==> src/rtl/sca_pkg.sv <==
`timescale 1ns / 1ps
// Shared definitions for the sector chain allocator: request, entry-status and
// result codes, the microcode control word, the sequencer flag group and the step addresses.
// Has no dependencies; every other file of the block uses it.
package sca_pkg;

  // Request codes carried by the input transfer.
  localparam logic [2:0] REQ_FORMAT = 3'd0;
  localparam logic [2:0] REQ_LOAD   = 3'd1;
  localparam logic [2:0] REQ_READ   = 3'd2;
  localparam logic [2:0] REQ_ALLOC  = 3'd3;
  localparam logic [2:0] REQ_FREE   = 3'd4;
  localparam logic [2:0] REQ_LOCATE = 3'd5;

  // Entry status codes stored in the allocation table.
  localparam logic [1:0] ST_EMPTY   = 2'd0;
  localparam logic [1:0] ST_HEAD    = 2'd1;
  localparam logic [1:0] ST_USED    = 2'd2;
  localparam logic [1:0] ST_INVALID = 2'd3;

  // Result status codes.
  localparam logic [1:0] RES_OK   = 2'd0;
  localparam logic [1:0] RES_FULL = 2'd1;
  localparam logic [1:0] RES_BAD  = 2'd2;

  // Microprogram step address.
  typedef logic [4:0] upc_t;

  localparam upc_t UP_IDLE    = 5'd0;
  localparam upc_t UP_DONE    = 5'd1;
  localparam upc_t UP_BAD     = 5'd2;
  localparam upc_t UP_FULL    = 5'd3;
  localparam upc_t UP_FORMAT  = 5'd4;
  localparam upc_t UP_LOAD    = 5'd5;
  localparam upc_t UP_READ0   = 5'd6;
  localparam upc_t UP_READ1   = 5'd7;
  localparam upc_t UP_ALLOC0  = 5'd8;
  localparam upc_t UP_ALLOC1  = 5'd9;
  localparam upc_t UP_ALLOC2  = 5'd10;
  localparam upc_t UP_ALLOC3  = 5'd11;
  localparam upc_t UP_FREE0   = 5'd12;
  localparam upc_t UP_FREE1   = 5'd13;
  localparam upc_t UP_FREE2   = 5'd14;
  localparam upc_t UP_LOC0    = 5'd15;
  localparam upc_t UP_LOC1    = 5'd16;
  localparam upc_t UP_LOC2    = 5'd17;
  localparam upc_t UP_LOC3    = 5'd18;
  localparam upc_t UP_LOC4    = 5'd19;
  localparam upc_t UP_LOC5    = 5'd20;
  localparam upc_t UP_LOC6    = 5'd21;
  localparam upc_t UP_LOC7    = 5'd22;
  localparam upc_t UP_LOC_OUT = 5'd23;

  // Table read address source.
  typedef enum logic [1:0] {
    RD_NONE,
    RD_SEC,
    RD_NEXT,
    RD_PTR
  } rd_sel_t;

  // Table write source.
  typedef enum logic [2:0] {
    WR_NONE,
    WR_LOAD,
    WR_HEAD,
    WR_LINK,
    WR_USED
  } wr_sel_t;

  // Valid-bit operations.
  typedef enum logic [1:0] {
    VAL_NONE,
    VAL_CLEAR_ALL,
    VAL_CLEAR_CUR
  } val_op_t;

  // Empty-scan operations.
  typedef enum logic [1:0] {
    SCAN_NONE,
    SCAN_INIT,
    SCAN_STEP
  } scan_op_t;

  // Result register updates.
  typedef enum logic [2:0] {
    RES_NONE,
    RES_ENTRY,
    RES_FOUND,
    RES_LOC,
    RES_SET_FULL,
    RES_SET_BAD
  } res_op_t;

  // Jump conditions.
  typedef enum logic [3:0] {
    COND_NEVER,
    COND_ALWAYS,
    COND_NOT_HEAD,
    COND_CHAIN_END,
    COND_HOP_END,
    COND_NO_EXTEND,
    COND_SCAN_END,
    COND_NO_HIT,
    COND_OUT_FREE
  } cond_t;

  // What the step does when its condition is false.
  typedef enum logic {
    SEQ_NEXT,
    SEQ_STAY
  } seq_t;

  // Whether the datapath actions of a step run always or only when it does not jump.
  typedef enum logic {
    ACT_ALWAYS,
    ACT_IF_STAY
  } act_mode_t;

  // One microcode control word.
  typedef struct packed {
    logic      accept;
    rd_sel_t   rd_sel;
    wr_sel_t   wr_sel;
    val_op_t   val_op;
    scan_op_t  scan_op;
    logic      cnt_inc;
    logic      cur_next;
    logic      rem_sub;
    logic      keep_stat;
    res_op_t   res_op;
    logic      out_load;
    cond_t     cond;
    seq_t      seq;
    act_mode_t act_mode;
    upc_t      target;
  } ctrl_t;

  localparam ctrl_t CTRL_NOP = '{
    accept:    1'b0,
    rd_sel:    RD_NONE,
    wr_sel:    WR_NONE,
    val_op:    VAL_NONE,
    scan_op:   SCAN_NONE,
    cnt_inc:   1'b0,
    cur_next:  1'b0,
    rem_sub:   1'b0,
    keep_stat: 1'b0,
    res_op:    RES_NONE,
    out_load:  1'b0,
    cond:      COND_NEVER,
    seq:       SEQ_NEXT,
    act_mode:  ACT_ALWAYS,
    target:    UP_IDLE
  };

  // Datapath status seen by the sequencer.
  typedef struct packed {
    logic not_head;
    logic chain_end;
    logic hop_end;
    logic no_extend;
    logic scan_end;
    logic no_hit;
    logic out_free;
  } flags_t;

endpackage

==> src/rtl/sca_table.sv <==
`timescale 1ns / 1ps
// Allocation table: one write port, one registered read port, and a valid bit per entry
// so that reset and format take effect at once. Depends on sca_pkg for the status codes.
module sca_table #(
  parameter int SECTOR_COUNT = 64,
  parameter int SW           = 6
) (
  input  logic          clk,
  input  logic          rst_n,
  input  logic          wr_en,
  input  logic [SW-1:0] wr_addr,
  input  logic [SW-1:0] wr_next,
  input  logic [1:0]    wr_stat,
  input  logic          clr_all,
  input  logic          clr_en,
  input  logic [SW-1:0] clr_addr,
  input  logic          rd_en,
  input  logic [SW-1:0] rd_addr,
  output logic [SW-1:0] rd_next,
  output logic [1:0]    rd_stat,
  output logic [SW-1:0] rd_addr_q
);

  logic [SW+1:0]           mem [SECTOR_COUNT];
  logic [SW+1:0]           mem_q;
  logic                    rv_q;
  logic [SW-1:0]           addr_q;
  logic [SECTOR_COUNT-1:0] valid_r;
  logic [SECTOR_COUNT-1:0] valid_nxt;

  // Entry storage; written as {next, status}.
  always_ff @(posedge clk) begin
    if (wr_en) begin
      mem[wr_addr] <= {wr_next, wr_stat};
    end
  end

  // Registered read of data, valid bit and address.
  always_ff @(posedge clk) begin
    if (rd_en) begin
      mem_q  <= mem[rd_addr];
      rv_q   <= valid_r[rd_addr];
      addr_q <= rd_addr;
    end
  end

  // Valid bits: a write marks an entry, a clear returns it to its reset value.
  always_comb begin
    valid_nxt = valid_r;
    if (clr_all) begin
      valid_nxt = '0;
    end else begin
      if (clr_en) begin
        valid_nxt[clr_addr] = 1'b0;
      end
      if (wr_en) begin
        valid_nxt[wr_addr] = 1'b1;
      end
    end
  end

  always_ff @(posedge clk) begin
    if (!rst_n) begin
      valid_r <= '0;
    end else begin
      valid_r <= valid_nxt;
    end
  end

  // An entry never written reads as its reset value: sector 0 used, all others empty.
  always_comb begin
    if (rv_q) begin
      rd_next = mem_q[SW+1:2];
      rd_stat = mem_q[1:0];
    end else begin
      rd_next = '0;
      rd_stat = (addr_q == '0) ? sca_pkg::ST_USED : sca_pkg::ST_EMPTY;
    end
  end

  assign rd_addr_q = addr_q;

endmodule

==> src/rtl/sca_sequencer.sv <==
`timescale 1ns / 1ps
// Microcode sequencer: step counter, the read-only control program and the jump logic.
// Depends on sca_pkg for the control word, flag group and step addresses.
module sca_sequencer (
  input  logic            clk,
  input  logic            rst_n,
  input  logic            start,
  input  sca_pkg::upc_t   start_upc,
  input  sca_pkg::flags_t flags,
  output sca_pkg::ctrl_t  ctrl,
  output logic            act
);

  sca_pkg::upc_t upc_r;
  sca_pkg::upc_t upc_nxt;
  logic          jump;

  // Control program, one word per step.
  function automatic sca_pkg::ctrl_t rom_word(input sca_pkg::upc_t a);
    sca_pkg::ctrl_t w;
    w = sca_pkg::CTRL_NOP;
    unique case (a)
      sca_pkg::UP_IDLE: begin
        w.accept = 1'b1;
        w.seq    = sca_pkg::SEQ_STAY;
      end
      sca_pkg::UP_DONE: begin
        w.out_load = 1'b1;
        w.cond     = sca_pkg::COND_OUT_FREE;
        w.seq      = sca_pkg::SEQ_STAY;
        w.target   = sca_pkg::UP_IDLE;
      end
      sca_pkg::UP_BAD: begin
        w.res_op = sca_pkg::RES_SET_BAD;
        w.cond   = sca_pkg::COND_ALWAYS;
        w.target = sca_pkg::UP_DONE;
      end
      sca_pkg::UP_FULL: begin
        w.res_op = sca_pkg::RES_SET_FULL;
        w.cond   = sca_pkg::COND_ALWAYS;
        w.target = sca_pkg::UP_DONE;
      end
      sca_pkg::UP_FORMAT: begin
        w.val_op = sca_pkg::VAL_CLEAR_ALL;
        w.cond   = sca_pkg::COND_ALWAYS;
        w.target = sca_pkg::UP_DONE;
      end
      sca_pkg::UP_LOAD: begin
        w.wr_sel = sca_pkg::WR_LOAD;
        w.cond   = sca_pkg::COND_ALWAYS;
        w.target = sca_pkg::UP_DONE;
      end
      sca_pkg::UP_READ0: begin
        w.rd_sel = sca_pkg::RD_SEC;
      end
      sca_pkg::UP_READ1: begin
        w.res_op = sca_pkg::RES_ENTRY;
        w.cond   = sca_pkg::COND_ALWAYS;
        w.target = sca_pkg::UP_DONE;
      end
      sca_pkg::UP_ALLOC0: begin
        w.scan_op = sca_pkg::SCAN_INIT;
      end
      sca_pkg::UP_ALLOC1: begin
        w.rd_sel  = sca_pkg::RD_PTR;
        w.scan_op = sca_pkg::SCAN_STEP;
        w.cnt_inc = 1'b1;
        w.cond    = sca_pkg::COND_SCAN_END;
        w.seq     = sca_pkg::SEQ_STAY;
        w.target  = sca_pkg::UP_ALLOC2;
      end
      sca_pkg::UP_ALLOC2: begin
        w.cond   = sca_pkg::COND_NO_HIT;
        w.target = sca_pkg::UP_FULL;
      end
      sca_pkg::UP_ALLOC3: begin
        w.wr_sel = sca_pkg::WR_HEAD;
        w.res_op = sca_pkg::RES_FOUND;
        w.cond   = sca_pkg::COND_ALWAYS;
        w.target = sca_pkg::UP_DONE;
      end
      sca_pkg::UP_FREE0: begin
        w.rd_sel = sca_pkg::RD_SEC;
      end
      sca_pkg::UP_FREE1: begin
        w.cond   = sca_pkg::COND_NOT_HEAD;
        w.target = sca_pkg::UP_BAD;
      end
      sca_pkg::UP_FREE2: begin
        w.val_op   = sca_pkg::VAL_CLEAR_CUR;
        w.rd_sel   = sca_pkg::RD_NEXT;
        w.cur_next = 1'b1;
        w.cnt_inc  = 1'b1;
        w.cond     = sca_pkg::COND_CHAIN_END;
        w.seq      = sca_pkg::SEQ_STAY;
        w.target   = sca_pkg::UP_DONE;
      end
      sca_pkg::UP_LOC0: begin
        w.rd_sel = sca_pkg::RD_SEC;
      end
      sca_pkg::UP_LOC1: begin
        w.rd_sel   = sca_pkg::RD_NEXT;
        w.cur_next = 1'b1;
        w.rem_sub  = 1'b1;
        w.act_mode = sca_pkg::ACT_IF_STAY;
        w.cond     = sca_pkg::COND_HOP_END;
        w.seq      = sca_pkg::SEQ_STAY;
        w.target   = sca_pkg::UP_LOC2;
      end
      sca_pkg::UP_LOC2: begin
        w.keep_stat = 1'b1;
        w.cond      = sca_pkg::COND_NO_EXTEND;
        w.target    = sca_pkg::UP_LOC_OUT;
      end
      sca_pkg::UP_LOC3: begin
        w.scan_op = sca_pkg::SCAN_INIT;
      end
      sca_pkg::UP_LOC4: begin
        w.rd_sel  = sca_pkg::RD_PTR;
        w.scan_op = sca_pkg::SCAN_STEP;
        w.cnt_inc = 1'b1;
        w.cond    = sca_pkg::COND_SCAN_END;
        w.seq     = sca_pkg::SEQ_STAY;
        w.target  = sca_pkg::UP_LOC5;
      end
      sca_pkg::UP_LOC5: begin
        w.cond   = sca_pkg::COND_NO_HIT;
        w.target = sca_pkg::UP_FULL;
      end
      sca_pkg::UP_LOC6: begin
        w.wr_sel = sca_pkg::WR_LINK;
      end
      sca_pkg::UP_LOC7: begin
        w.wr_sel = sca_pkg::WR_USED;
        w.res_op = sca_pkg::RES_FOUND;
        w.cond   = sca_pkg::COND_ALWAYS;
        w.target = sca_pkg::UP_DONE;
      end
      sca_pkg::UP_LOC_OUT: begin
        w.res_op = sca_pkg::RES_LOC;
        w.cond   = sca_pkg::COND_ALWAYS;
        w.target = sca_pkg::UP_DONE;
      end
      default: begin
        w.cond   = sca_pkg::COND_ALWAYS;
        w.target = sca_pkg::UP_IDLE;
      end
    endcase
    return w;
  endfunction

  assign ctrl = rom_word(upc_r);

  // Condition select.
  always_comb begin
    unique case (ctrl.cond)
      sca_pkg::COND_NEVER:     jump = 1'b0;
      sca_pkg::COND_ALWAYS:    jump = 1'b1;
      sca_pkg::COND_NOT_HEAD:  jump = flags.not_head;
      sca_pkg::COND_CHAIN_END: jump = flags.chain_end;
      sca_pkg::COND_HOP_END:   jump = flags.hop_end;
      sca_pkg::COND_NO_EXTEND: jump = flags.no_extend;
      sca_pkg::COND_SCAN_END:  jump = flags.scan_end;
      sca_pkg::COND_NO_HIT:    jump = flags.no_hit;
      sca_pkg::COND_OUT_FREE:  jump = flags.out_free;
      default:                 jump = 1'b0;
    endcase
  end

  assign act = (ctrl.act_mode == sca_pkg::ACT_ALWAYS) || !jump;

  // Step counter: dispatch from idle, jump, advance or hold.
  always_comb begin
    upc_nxt = upc_r;
    if (ctrl.accept) begin
      if (start) begin
        upc_nxt = start_upc;
      end
    end else if (jump) begin
      upc_nxt = ctrl.target;
    end else if (ctrl.seq == sca_pkg::SEQ_NEXT) begin
      upc_nxt = upc_r + 5'd1;
    end
  end

  always_ff @(posedge clk) begin
    if (!rst_n) begin
      upc_r <= sca_pkg::UP_IDLE;
    end else begin
      upc_r <= upc_nxt;
    end
  end

endmodule

==> src/rtl/sector_chain_allocator.sv <==
`timescale 1ns / 1ps
// Sector chain allocator: a microcoded sequencer over an allocation table with one write and one read port.
// Uses sca_pkg, sca_table and sca_sequencer.
//
// Usage: one request is taken per input transfer (in_valid high, in_stall low) and gives
// exactly one result transfer on the out_ channel. One request is worked on at a time;
// in_stall is low only while the sequencer sits in its idle step.
// Work per request before the result is loaded into the output register:
//   format clears all valid bits, load writes one entry, read entry reads one entry.
//   allocate head: an empty scan of at most SECTOR_COUNT - 1 entries.
//   free chain: the chain is cleared sector by sector, at most SECTOR_COUNT sectors.
//   locate: byte_position / SECTOR_BYTES links are followed; a chain extension
//   on a sector boundary adds an empty scan and the link and entry writes.
// The next request is taken in the cycle after the result is loaded. The pace is set
// by the table's one registered read per cycle: the empty scan and the chain walk visit one
// entry per cycle. A request that fails its checks goes to the bad-result step, then finishes.
// Reset (rst_n low, synchronous) clears all valid bits, so the table reads as formatted
// at once: no clearing pass. While out_stall holds a result, the sequencer waits in its
// final step and the result registers hold their values.
module sector_chain_allocator #(
  parameter int SECTOR_COUNT = 64,
  parameter int SECTOR_BYTES = 512
) (
  input  logic        clk,
  input  logic        rst_n,
  input  logic        in_valid,
  output logic        in_stall,
  input  logic [2:0]  in_req_type,
  input  logic [5:0]  in_sector,
  input  logic [14:0] in_byte_position,
  input  logic        in_at_end,
  input  logic [5:0]  in_start_hint,
  input  logic [5:0]  in_load_next,
  input  logic [1:0]  in_load_status,
  output logic        out_valid,
  input  logic        out_stall,
  output logic [5:0]  out_result_sector,
  output logic [8:0]  out_sector_offset,
  output logic [5:0]  out_entry_next,
  output logic [1:0]  out_entry_status,
  output logic [1:0]  out_status
);

  localparam int              SW       = $clog2(SECTOR_COUNT);
  localparam logic [7:0]      N_L      = 8'(SECTOR_COUNT);
  localparam logic [SW-1:0]   LAST_SEC = SW'(SECTOR_COUNT - 1);
  localparam logic [SW-1:0]   LAST_M1  = SW'(SECTOR_COUNT - 2);
  localparam logic [SW-1:0]   FIRST    = SW'(1);
  localparam logic [14:0]     SB_L     = 15'(SECTOR_BYTES);

  sca_pkg::ctrl_t  ctrl;
  sca_pkg::flags_t flags;
  sca_pkg::upc_t   start_upc;
  logic            act;
  logic            accept;
  logic            out_free;
  logic            sec_ok;
  logic            sec_nz;
  logic            lnext_ok;
  logic            hint_ok;

  logic          rd_en;
  logic [SW-1:0] rd_addr;
  logic [SW-1:0] rd_next;
  logic [1:0]    rd_stat;
  logic [SW-1:0] rd_addr_q;
  logic          wr_en;
  logic [SW-1:0] wr_addr;
  logic [SW-1:0] wr_next;
  logic [1:0]    wr_stat;
  logic          clr_all;
  logic          clr_en;

  // Request fields and walk and scan state.
  logic [SW-1:0] sec_r, sec_nxt;
  logic [SW-1:0] s0_r, s0_nxt;
  logic          at_end_r, at_end_nxt;
  logic [SW-1:0] lnext_r, lnext_nxt;
  logic [1:0]    lstat_r, lstat_nxt;
  logic [SW-1:0] cur_r, cur_nxt;
  logic [14:0]   rem_r, rem_nxt;
  logic [SW-1:0] cnt_r, cnt_nxt;
  logic [SW-1:0] ptr_r, ptr_nxt;
  logic          pend_r, pend_nxt;
  logic          last_r, last_nxt;
  logic          hit_r, hit_nxt;
  logic [SW-1:0] found_r, found_nxt;
  logic [1:0]    keep_r, keep_nxt;

  // Working result and output register.
  logic [5:0] wsec_r, wsec_nxt;
  logic [8:0] woff_r, woff_nxt;
  logic [5:0] wnext_r, wnext_nxt;
  logic [1:0] wstat_r, wstat_nxt;
  logic [1:0] wres_r, wres_nxt;
  logic       ovalid_r, ovalid_nxt;
  logic [5:0] osec_r, osec_nxt;
  logic [8:0] ooff_r, ooff_nxt;
  logic [5:0] onext_r, onext_nxt;
  logic [1:0] ostat_r, ostat_nxt;
  logic [1:0] ores_r, ores_nxt;

  assign in_stall = !ctrl.accept;
  assign accept   = in_valid && ctrl.accept;
  assign out_free = !ovalid_r || !out_stall;

  // Request checks and the entry step of each request.
  assign sec_ok   = {2'b00, in_sector} < N_L;
  assign sec_nz   = in_sector != 6'd0;
  assign lnext_ok = {2'b00, in_load_next} < N_L;
  assign hint_ok  = (in_start_hint != 6'd0) && ({2'b00, in_start_hint} < N_L);

  always_comb begin
    unique case (in_req_type)
      sca_pkg::REQ_FORMAT: start_upc = sca_pkg::UP_FORMAT;
      sca_pkg::REQ_LOAD: begin
        start_upc = (sec_ok && lnext_ok && (in_load_status != sca_pkg::ST_INVALID)) ?
                    sca_pkg::UP_LOAD : sca_pkg::UP_BAD;
      end
      sca_pkg::REQ_READ:   start_upc = sec_ok ? sca_pkg::UP_READ0 : sca_pkg::UP_BAD;
      sca_pkg::REQ_ALLOC:  start_upc = sca_pkg::UP_ALLOC0;
      sca_pkg::REQ_FREE: begin
        start_upc = (sec_ok && sec_nz) ? sca_pkg::UP_FREE0 : sca_pkg::UP_BAD;
      end
      sca_pkg::REQ_LOCATE: begin
        start_upc = (sec_ok && sec_nz) ? sca_pkg::UP_LOC0 : sca_pkg::UP_BAD;
      end
      default:             start_upc = sca_pkg::UP_BAD;
    endcase
  end

  // Status for the sequencer's jumps.
  always_comb begin
    flags.not_head  = rd_stat != sca_pkg::ST_HEAD;
    flags.chain_end = (rd_next == cur_r) || (rd_next == '0) || (cnt_r == LAST_SEC);
    flags.hop_end   = rem_r < SB_L;
    flags.no_extend = !(at_end_r && (rem_r == 15'd0));
    flags.scan_end  = pend_r && ((rd_stat == sca_pkg::ST_EMPTY) || last_r);
    flags.no_hit    = !hit_r;
    flags.out_free  = out_free;
  end

  sca_sequencer u_seq (
    .clk       (clk),
    .rst_n     (rst_n),
    .start     (accept),
    .start_upc (start_upc),
    .flags     (flags),
    .ctrl      (ctrl),
    .act       (act)
  );

  // Table read address.
  always_comb begin
    case (ctrl.rd_sel)
      sca_pkg::RD_SEC:  rd_addr = sec_r;
      sca_pkg::RD_NEXT: rd_addr = rd_next;
      sca_pkg::RD_PTR:  rd_addr = ptr_r;
      default:          rd_addr = sec_r;
    endcase
  end
  assign rd_en = act && (ctrl.rd_sel != sca_pkg::RD_NONE);

  // Table write port.
  always_comb begin
    wr_en   = act;
    wr_addr = found_r;
    wr_next = found_r;
    wr_stat = sca_pkg::ST_USED;
    case (ctrl.wr_sel)
      sca_pkg::WR_LOAD: begin
        wr_addr = sec_r;
        wr_next = lnext_r;
        wr_stat = lstat_r;
      end
      sca_pkg::WR_HEAD: begin
        wr_stat = sca_pkg::ST_HEAD;
      end
      sca_pkg::WR_LINK: begin
        wr_addr = cur_r;
        wr_stat = keep_r;
      end
      sca_pkg::WR_USED: begin
        wr_stat = sca_pkg::ST_USED;
      end
      default: begin
        wr_en = 1'b0;
      end
    endcase
  end

  assign clr_all = act && (ctrl.val_op == sca_pkg::VAL_CLEAR_ALL);
  assign clr_en  = act && (ctrl.val_op == sca_pkg::VAL_CLEAR_CUR);

  sca_table #(
    .SECTOR_COUNT (SECTOR_COUNT),
    .SW           (SW)
  ) u_table (
    .clk       (clk),
    .rst_n     (rst_n),
    .wr_en     (wr_en),
    .wr_addr   (wr_addr),
    .wr_next   (wr_next),
    .wr_stat   (wr_stat),
    .clr_all   (clr_all),
    .clr_en    (clr_en),
    .clr_addr  (cur_r),
    .rd_en     (rd_en),
    .rd_addr   (rd_addr),
    .rd_next   (rd_next),
    .rd_stat   (rd_stat),
    .rd_addr_q (rd_addr_q)
  );

  // Datapath: capture the request on its transfer, then apply the step's actions.
  always_comb begin
    sec_nxt    = sec_r;
    s0_nxt     = s0_r;
    at_end_nxt = at_end_r;
    lnext_nxt  = lnext_r;
    lstat_nxt  = lstat_r;
    cur_nxt    = cur_r;
    rem_nxt    = rem_r;
    cnt_nxt    = cnt_r;
    ptr_nxt    = ptr_r;
    pend_nxt   = pend_r;
    last_nxt   = last_r;
    hit_nxt    = hit_r;
    found_nxt  = found_r;
    keep_nxt   = keep_r;
    wsec_nxt   = wsec_r;
    woff_nxt   = woff_r;
    wnext_nxt  = wnext_r;
    wstat_nxt  = wstat_r;
    wres_nxt   = wres_r;
    if (accept) begin
      sec_nxt    = SW'(in_sector);
      s0_nxt     = hint_ok ? SW'(in_start_hint) : FIRST;
      at_end_nxt = in_at_end;
      lnext_nxt  = SW'(in_load_next);
      lstat_nxt  = in_load_status;
      cur_nxt    = SW'(in_sector);
      rem_nxt    = in_byte_position;
      cnt_nxt    = '0;
      wsec_nxt   = '0;
      woff_nxt   = '0;
      wnext_nxt  = '0;
      wstat_nxt  = '0;
      wres_nxt   = sca_pkg::RES_OK;
    end else if (act) begin
      if (ctrl.cur_next) begin
        cur_nxt = rd_next;
      end
      if (ctrl.rem_sub) begin
        rem_nxt = rem_r - SB_L;
      end
      if (ctrl.cnt_inc) begin
        cnt_nxt = cnt_r + FIRST;
      end
      if (ctrl.keep_stat) begin
        keep_nxt = rd_stat;
      end
      // Empty scan: s0 up to the last sector, then wrap to sector 1.
      case (ctrl.scan_op)
        sca_pkg::SCAN_INIT: begin
          ptr_nxt  = s0_r;
          cnt_nxt  = '0;
          pend_nxt = 1'b0;
          last_nxt = 1'b0;
          hit_nxt  = 1'b0;
        end
        sca_pkg::SCAN_STEP: begin
          ptr_nxt  = (ptr_r == LAST_SEC) ? FIRST : ptr_r + FIRST;
          pend_nxt = 1'b1;
          last_nxt = cnt_r == LAST_M1;
          if (pend_r && (rd_stat == sca_pkg::ST_EMPTY)) begin
            hit_nxt   = 1'b1;
            found_nxt = rd_addr_q;
          end
        end
        default: begin
        end
      endcase
      case (ctrl.res_op)
        sca_pkg::RES_ENTRY: begin
          wnext_nxt = 6'(rd_next);
          wstat_nxt = rd_stat;
        end
        sca_pkg::RES_FOUND: begin
          wsec_nxt = 6'(found_r);
        end
        sca_pkg::RES_LOC: begin
          wsec_nxt = 6'(cur_r);
          woff_nxt = rem_r[8:0];
        end
        sca_pkg::RES_SET_FULL: begin
          wres_nxt = sca_pkg::RES_FULL;
        end
        sca_pkg::RES_SET_BAD: begin
          wres_nxt = sca_pkg::RES_BAD;
        end
        default: begin
        end
      endcase
    end
  end

  // Output register: loaded from the working result when the slot is free.
  always_comb begin
    ovalid_nxt = ovalid_r && out_stall;
    osec_nxt   = osec_r;
    ooff_nxt   = ooff_r;
    onext_nxt  = onext_r;
    ostat_nxt  = ostat_r;
    ores_nxt   = ores_r;
    if (ctrl.out_load && out_free) begin
      ovalid_nxt = 1'b1;
      osec_nxt   = wsec_r;
      ooff_nxt   = woff_r;
      onext_nxt  = wnext_r;
      ostat_nxt  = wstat_r;
      ores_nxt   = wres_r;
    end
  end

  always_ff @(posedge clk) begin
    if (!rst_n) begin
      ovalid_r <= 1'b0;
    end else begin
      ovalid_r <= ovalid_nxt;
    end
  end

  always_ff @(posedge clk) begin
    sec_r    <= sec_nxt;
    s0_r     <= s0_nxt;
    at_end_r <= at_end_nxt;
    lnext_r  <= lnext_nxt;
    lstat_r  <= lstat_nxt;
    cur_r    <= cur_nxt;
    rem_r    <= rem_nxt;
    cnt_r    <= cnt_nxt;
    ptr_r    <= ptr_nxt;
    pend_r   <= pend_nxt;
    last_r   <= last_nxt;
    hit_r    <= hit_nxt;
    found_r  <= found_nxt;
    keep_r   <= keep_nxt;
    wsec_r   <= wsec_nxt;
    woff_r   <= woff_nxt;
    wnext_r  <= wnext_nxt;
    wstat_r  <= wstat_nxt;
    wres_r   <= wres_nxt;
    osec_r   <= osec_nxt;
    ooff_r   <= ooff_nxt;
    onext_r  <= onext_nxt;
    ostat_r  <= ostat_nxt;
    ores_r   <= ores_nxt;
  end

  assign out_valid         = ovalid_r;
  assign out_result_sector = osec_r;
  assign out_sector_offset = ooff_r;
  assign out_entry_next    = onext_r;
  assign out_entry_status  = ostat_r;
  assign out_status        = ores_r;

endmodule

==> config.mk <==
export PLATFORM = sky130hd
export DESIGN_NAME = sector_chain_allocator
export DESIGN_NICKNAME = d
export VERILOG_FILES = /design/src/rtl/sca_pkg.sv /design/src/rtl/sca_table.sv /design/src/rtl/sca_sequencer.sv /design/src/rtl/sector_chain_allocator.sv
export SDC_FILE = /design/constraint.sdc
export NUM_CORES = 1
export LEC_CHECK = 0
export ABC_AREA = 1
export BUFFER_PORTS_ARGS = -buffer_cell sky130_fd_sc_hd__buf_2
export CAP_MARGIN = 20
export CORE_MARGIN = 1.5
export CORE_UTILIZATION = 45
export CTS_CLUSTER_SIZE = 24
export DETAILED_ROUTE_END_ITERATION = 8
export PLACE_DENSITY = 0.6
export SETUP_SLACK_MARGIN = 0.02
export SLEW_MARGIN = 5
export SYNTH_ARGS = -nofsm -noshare
export SYNTH_HDL_FRONTEND = slang
export SYNTH_SLANG_ARGS = --single-unit
export TNS_END_PERCENT = 10
==> constraint.sdc <==
create_clock -name clk -period 5.01 [get_ports clk]
set_clock_uncertainty 0.1 [all_clocks]
set_input_delay 0.2505 -clock clk [delete_from_list [all_inputs] [get_ports clk]]
set_output_delay 0.2505 -clock clk [all_outputs]
set_load 0.02 [all_outputs]
==> metrics <==
status=finished, final reports clean; DRC errors left=0; Clk pwr share=0.291; Synth Flop Type=edfxtp_1; number of H-tree levels=3; Arr. time, crit path=4.62 ns; top cells by count, synth=942 x nand2_1, 611 x edfxtp_1, 462 x nand3_1; top cells by area, synth=edfxtp_1 58%, nand2_1 11%, nand3_1 7.3%; Die ar.=71900 sq um; All-Layer GR Usage=0.250; critical path class=reg -> reg; Critical Path RT=5.14 ns; ANT cells=0; Final min period=4.49 ns; final setup violation count=0; total number of vias=23700; unrepaired setup endpoints after global routing=no; GRT overflow=0; drt total wl=89900 um; post-CTS setup buffer count=0; Fillers=6193; number of global-route vias before repair=22800; Placer Congestion=0.929; Routed Antenna Nets=0; Ports=70; register area share after synthesis=0.644; Port Buffers=69; Vias/cell=5.46; Yosys top cell area share=0.580; CP startpoint kind=flip-flop; Worst VDD drop=0.000484 V; Core Region=69800 sq um; final-report hold violation count=0; DIE HEIGHT=268 um; PD cells=534 nW/um^2; Area Overhead vs Synth=13.4%; FF+latch count, synth=712; worst hold slack=0.0573 ns; layout cells sized above 1=0.0910; Netlist cell types=48; CTS Buf Count=78; Worst-path clk slew=0.05 ns; CP max FO=13; Placement Rows=97; PostCTS Resize Cnt=0; switch share=0.378; Mapped Nets=3282; WL/cell=20.7 um; period utilization=0.897; combinational share of power=0.332; initial cell density of the core=0.453; Horiz. Die Dim=268 um; Slew HR=0.162; initial antenna violation count=3; clk sinks=712; largest net degree at the start of global routing=146; setup TNS=0 ns; DRT iter0 DRCs=2435; Post-Syn Instances=3228; Yosys top cell by area=edfxtp_1; Synth Warn #=0; first-pass GRT wire length=135000 um; sequential group share of total power=0.377; Worst setup EP type=flip-flop; Cell Area, Synth=31600 sq um; hold crit path type=in -> reg; Max Buffers Root-to-Sink=3; cell internal pwr=0.0119 W; CTS root buf=clkbuf_16; Max Slew Vio Count=0; Final #Nets=3386; Least-Margin Pin Slew=1.25 ns; Psw=0.00725 W; Post-DP HPWL=54700 um; cell with the most instances after synthesis=nand2_1; TritonCTS clock tree=done; number of synthesized flops with an enable pin=611; syn_area_per_cell=9.80 sq um; maximum clock frequency=0.223 GHz; max cap viols=0; insertion delay to the later sink of the worst-skew pair=0.63 ns; Pre-antenna DRT Iters=8; static leakage=14.2 nW; asr flop ratio synth=0; reg-to-reg slack, setup=0.52 ns
## through the flow
stage          power (W)  utilization  instance area [sq um]  setup WS, ns  std cells
2_1_floorplan     0.0115            -                  31600          1.34       3228
3_3_place_gp      0.0135        0.473                  33000         0.709       4148
3_5_place_dp      0.0136        0.473                  33000         0.702       4150
4_1_cts           0.0192        0.514                  35900         0.650       4332
5_1_grt           0.0201        0.514                  35900         0.303       4335
6_report          0.0192        0.514                  35900         0.518       4335
## what timing repair did
item	4_1_cts	5_1_grt
endpoints found under the hold margin	48	0
setup endpoints to repair	0	0
hold buffers	39	0
## area by class of cell
class	instances	area [sq um]	share of cell area
clock inverter	40	342	0.00952
tap	940	1180	0.0328
multi-input combinational	2017	9180	0.256
inverter	332	1250	0.0349
timing repair buffer	191	1440	0.0402
clock buffer	103	2130	0.0593
sequential	712	20400	0.568
## power by group through the flow
| stage | logic (W) | registers (W) | clock network (W) |
|---|---|---|---|
| after global placement | 0.00620 | 0.00733 | 0 |
| after CTS | 0.00630 | 0.00722 | 0.00568 |
| final | 0.00637 | 0.00723 | 0.00558 |
| after floorplan | 0.00427 | 0.00727 | 0 |
| after global routing | 0.00694 | 0.00725 | 0.00589 |
| after detailed placement | 0.00625 | 0.00734 | 0 |
## critical path, cell delays in order, from the launching register on
cell     delay [ns]
dfxtp_1        0.38
inv_1          0.11
ha_1           0.25
nand2_1        0.11
inv_1          0.09
nor2_1         0.63
o21ai_0        0.20
o22ai_1        0.34
inv_1          0.13
nor2_1         0.15
nand3_1        0.68
nor2_1         0.93
## cells in the final DEF, fill, tap and decap left out, types with 3 or more instances in the layout
master / synthesis / layout
nand2_2: 6 / 14
a21oi_1: 107 / 106
clkinv_2: 0 / 16
nand3_1: 462 / 462
inv_1: 317 / 315
edfxtp_1: 611 / 611
inv_2: 8 / 9
nand2_1: 942 / 934
dlygate4sd3_1: 0 / 39
dfxtp_1: 101 / 101
o21ai_1: 3 / 3
xor2_1: 11 / 11
nor3_1: 26 / 26
nand4_1: 77 / 77
inv_6: 0 / 4
inv_4: 2 / 3
xnor2_1: 4 / 4
nor2_4: 2 / 4
clkbuf_1: 65 / 20
o211ai_1: 39 / 39
ha_1: 11 / 11
nor4_1: 4 / 4
o21ai_0: 60 / 60
buf_12: 0 / 7
o22ai_1: 5 / 5
a31oi_1: 4 / 4
clkinv_1: 5 / 17
clkbuf_16: 0 / 81
buf_4: 32 / 72
buf_2: 42 / 71
bufinv_16: 0 / 5
nor2_1: 227 / 226
## kinds of logic after synthesis
logic type | synth area share
and+or+nand+nor | 0.239
DFF | 0.644
buffers and inverters | 0.0677
AOI/OAI and AO/OA | 0.0405
xor gates and xnor gates | 0.00415
adders and majority gates | 0.00435
## sequential cells by signal, indices dropped and copies added, names as in the netlist, 5 cells and up
| register | cells |
|---|---|
| rem_r | 15 |
| cnt_r | 6 |
| out_entry_next | 6 |
| woff_r | 9 |
| cur_r | 6 |
| out_result_sector | 6 |
| u_table.rd_addr_q | 6 |
| u_seq.upc_r | 5 |
| sec_r | 6 |
| s0_r | 6 |
| wnext_r | 6 |
| out_sector_offset | 9 |
| u_table.valid_r | 64 |
| found_r | 6 |
| lnext_r | 6 |
| ptr_r | 6 |
| u_table.mem_q | 8 |
| wsec_r | 6 |
| u_table.mem | 512 |
## routing by layer
layer | part of all wire | GRT usage
met5 | 0.00056 | 0
met4 | 0.036 | 0.0976
met3 | 0.083 | 0.0487
met2 | 0.47 | 0.411
met1 | 0.41 | 0.328
## worst paths after layout
check | endpoint | start | cells past startpoint
worst max-delay path | u_table.mem[29][4]$_DFFE_PP_ | u_seq.upc_r[0]$_SDFFE_PN0P_ | 11
worst min-delay path | u_seq.upc_r[3]$_SDFFE_PN0P_ | in_req_type[0] | 7
worst max register to register | u_table.mem[29][4]$_DFFE_PP_ | u_seq.upc_r[0]$_SDFFE_PN0P_ | 11
worst min register to register | out_sector_offset[0]$_DFFE_PP_ | woff_r[0]$_SDFFE_PP0P_ | 0
Note: power is estimated with default switching activity, not from simulation.
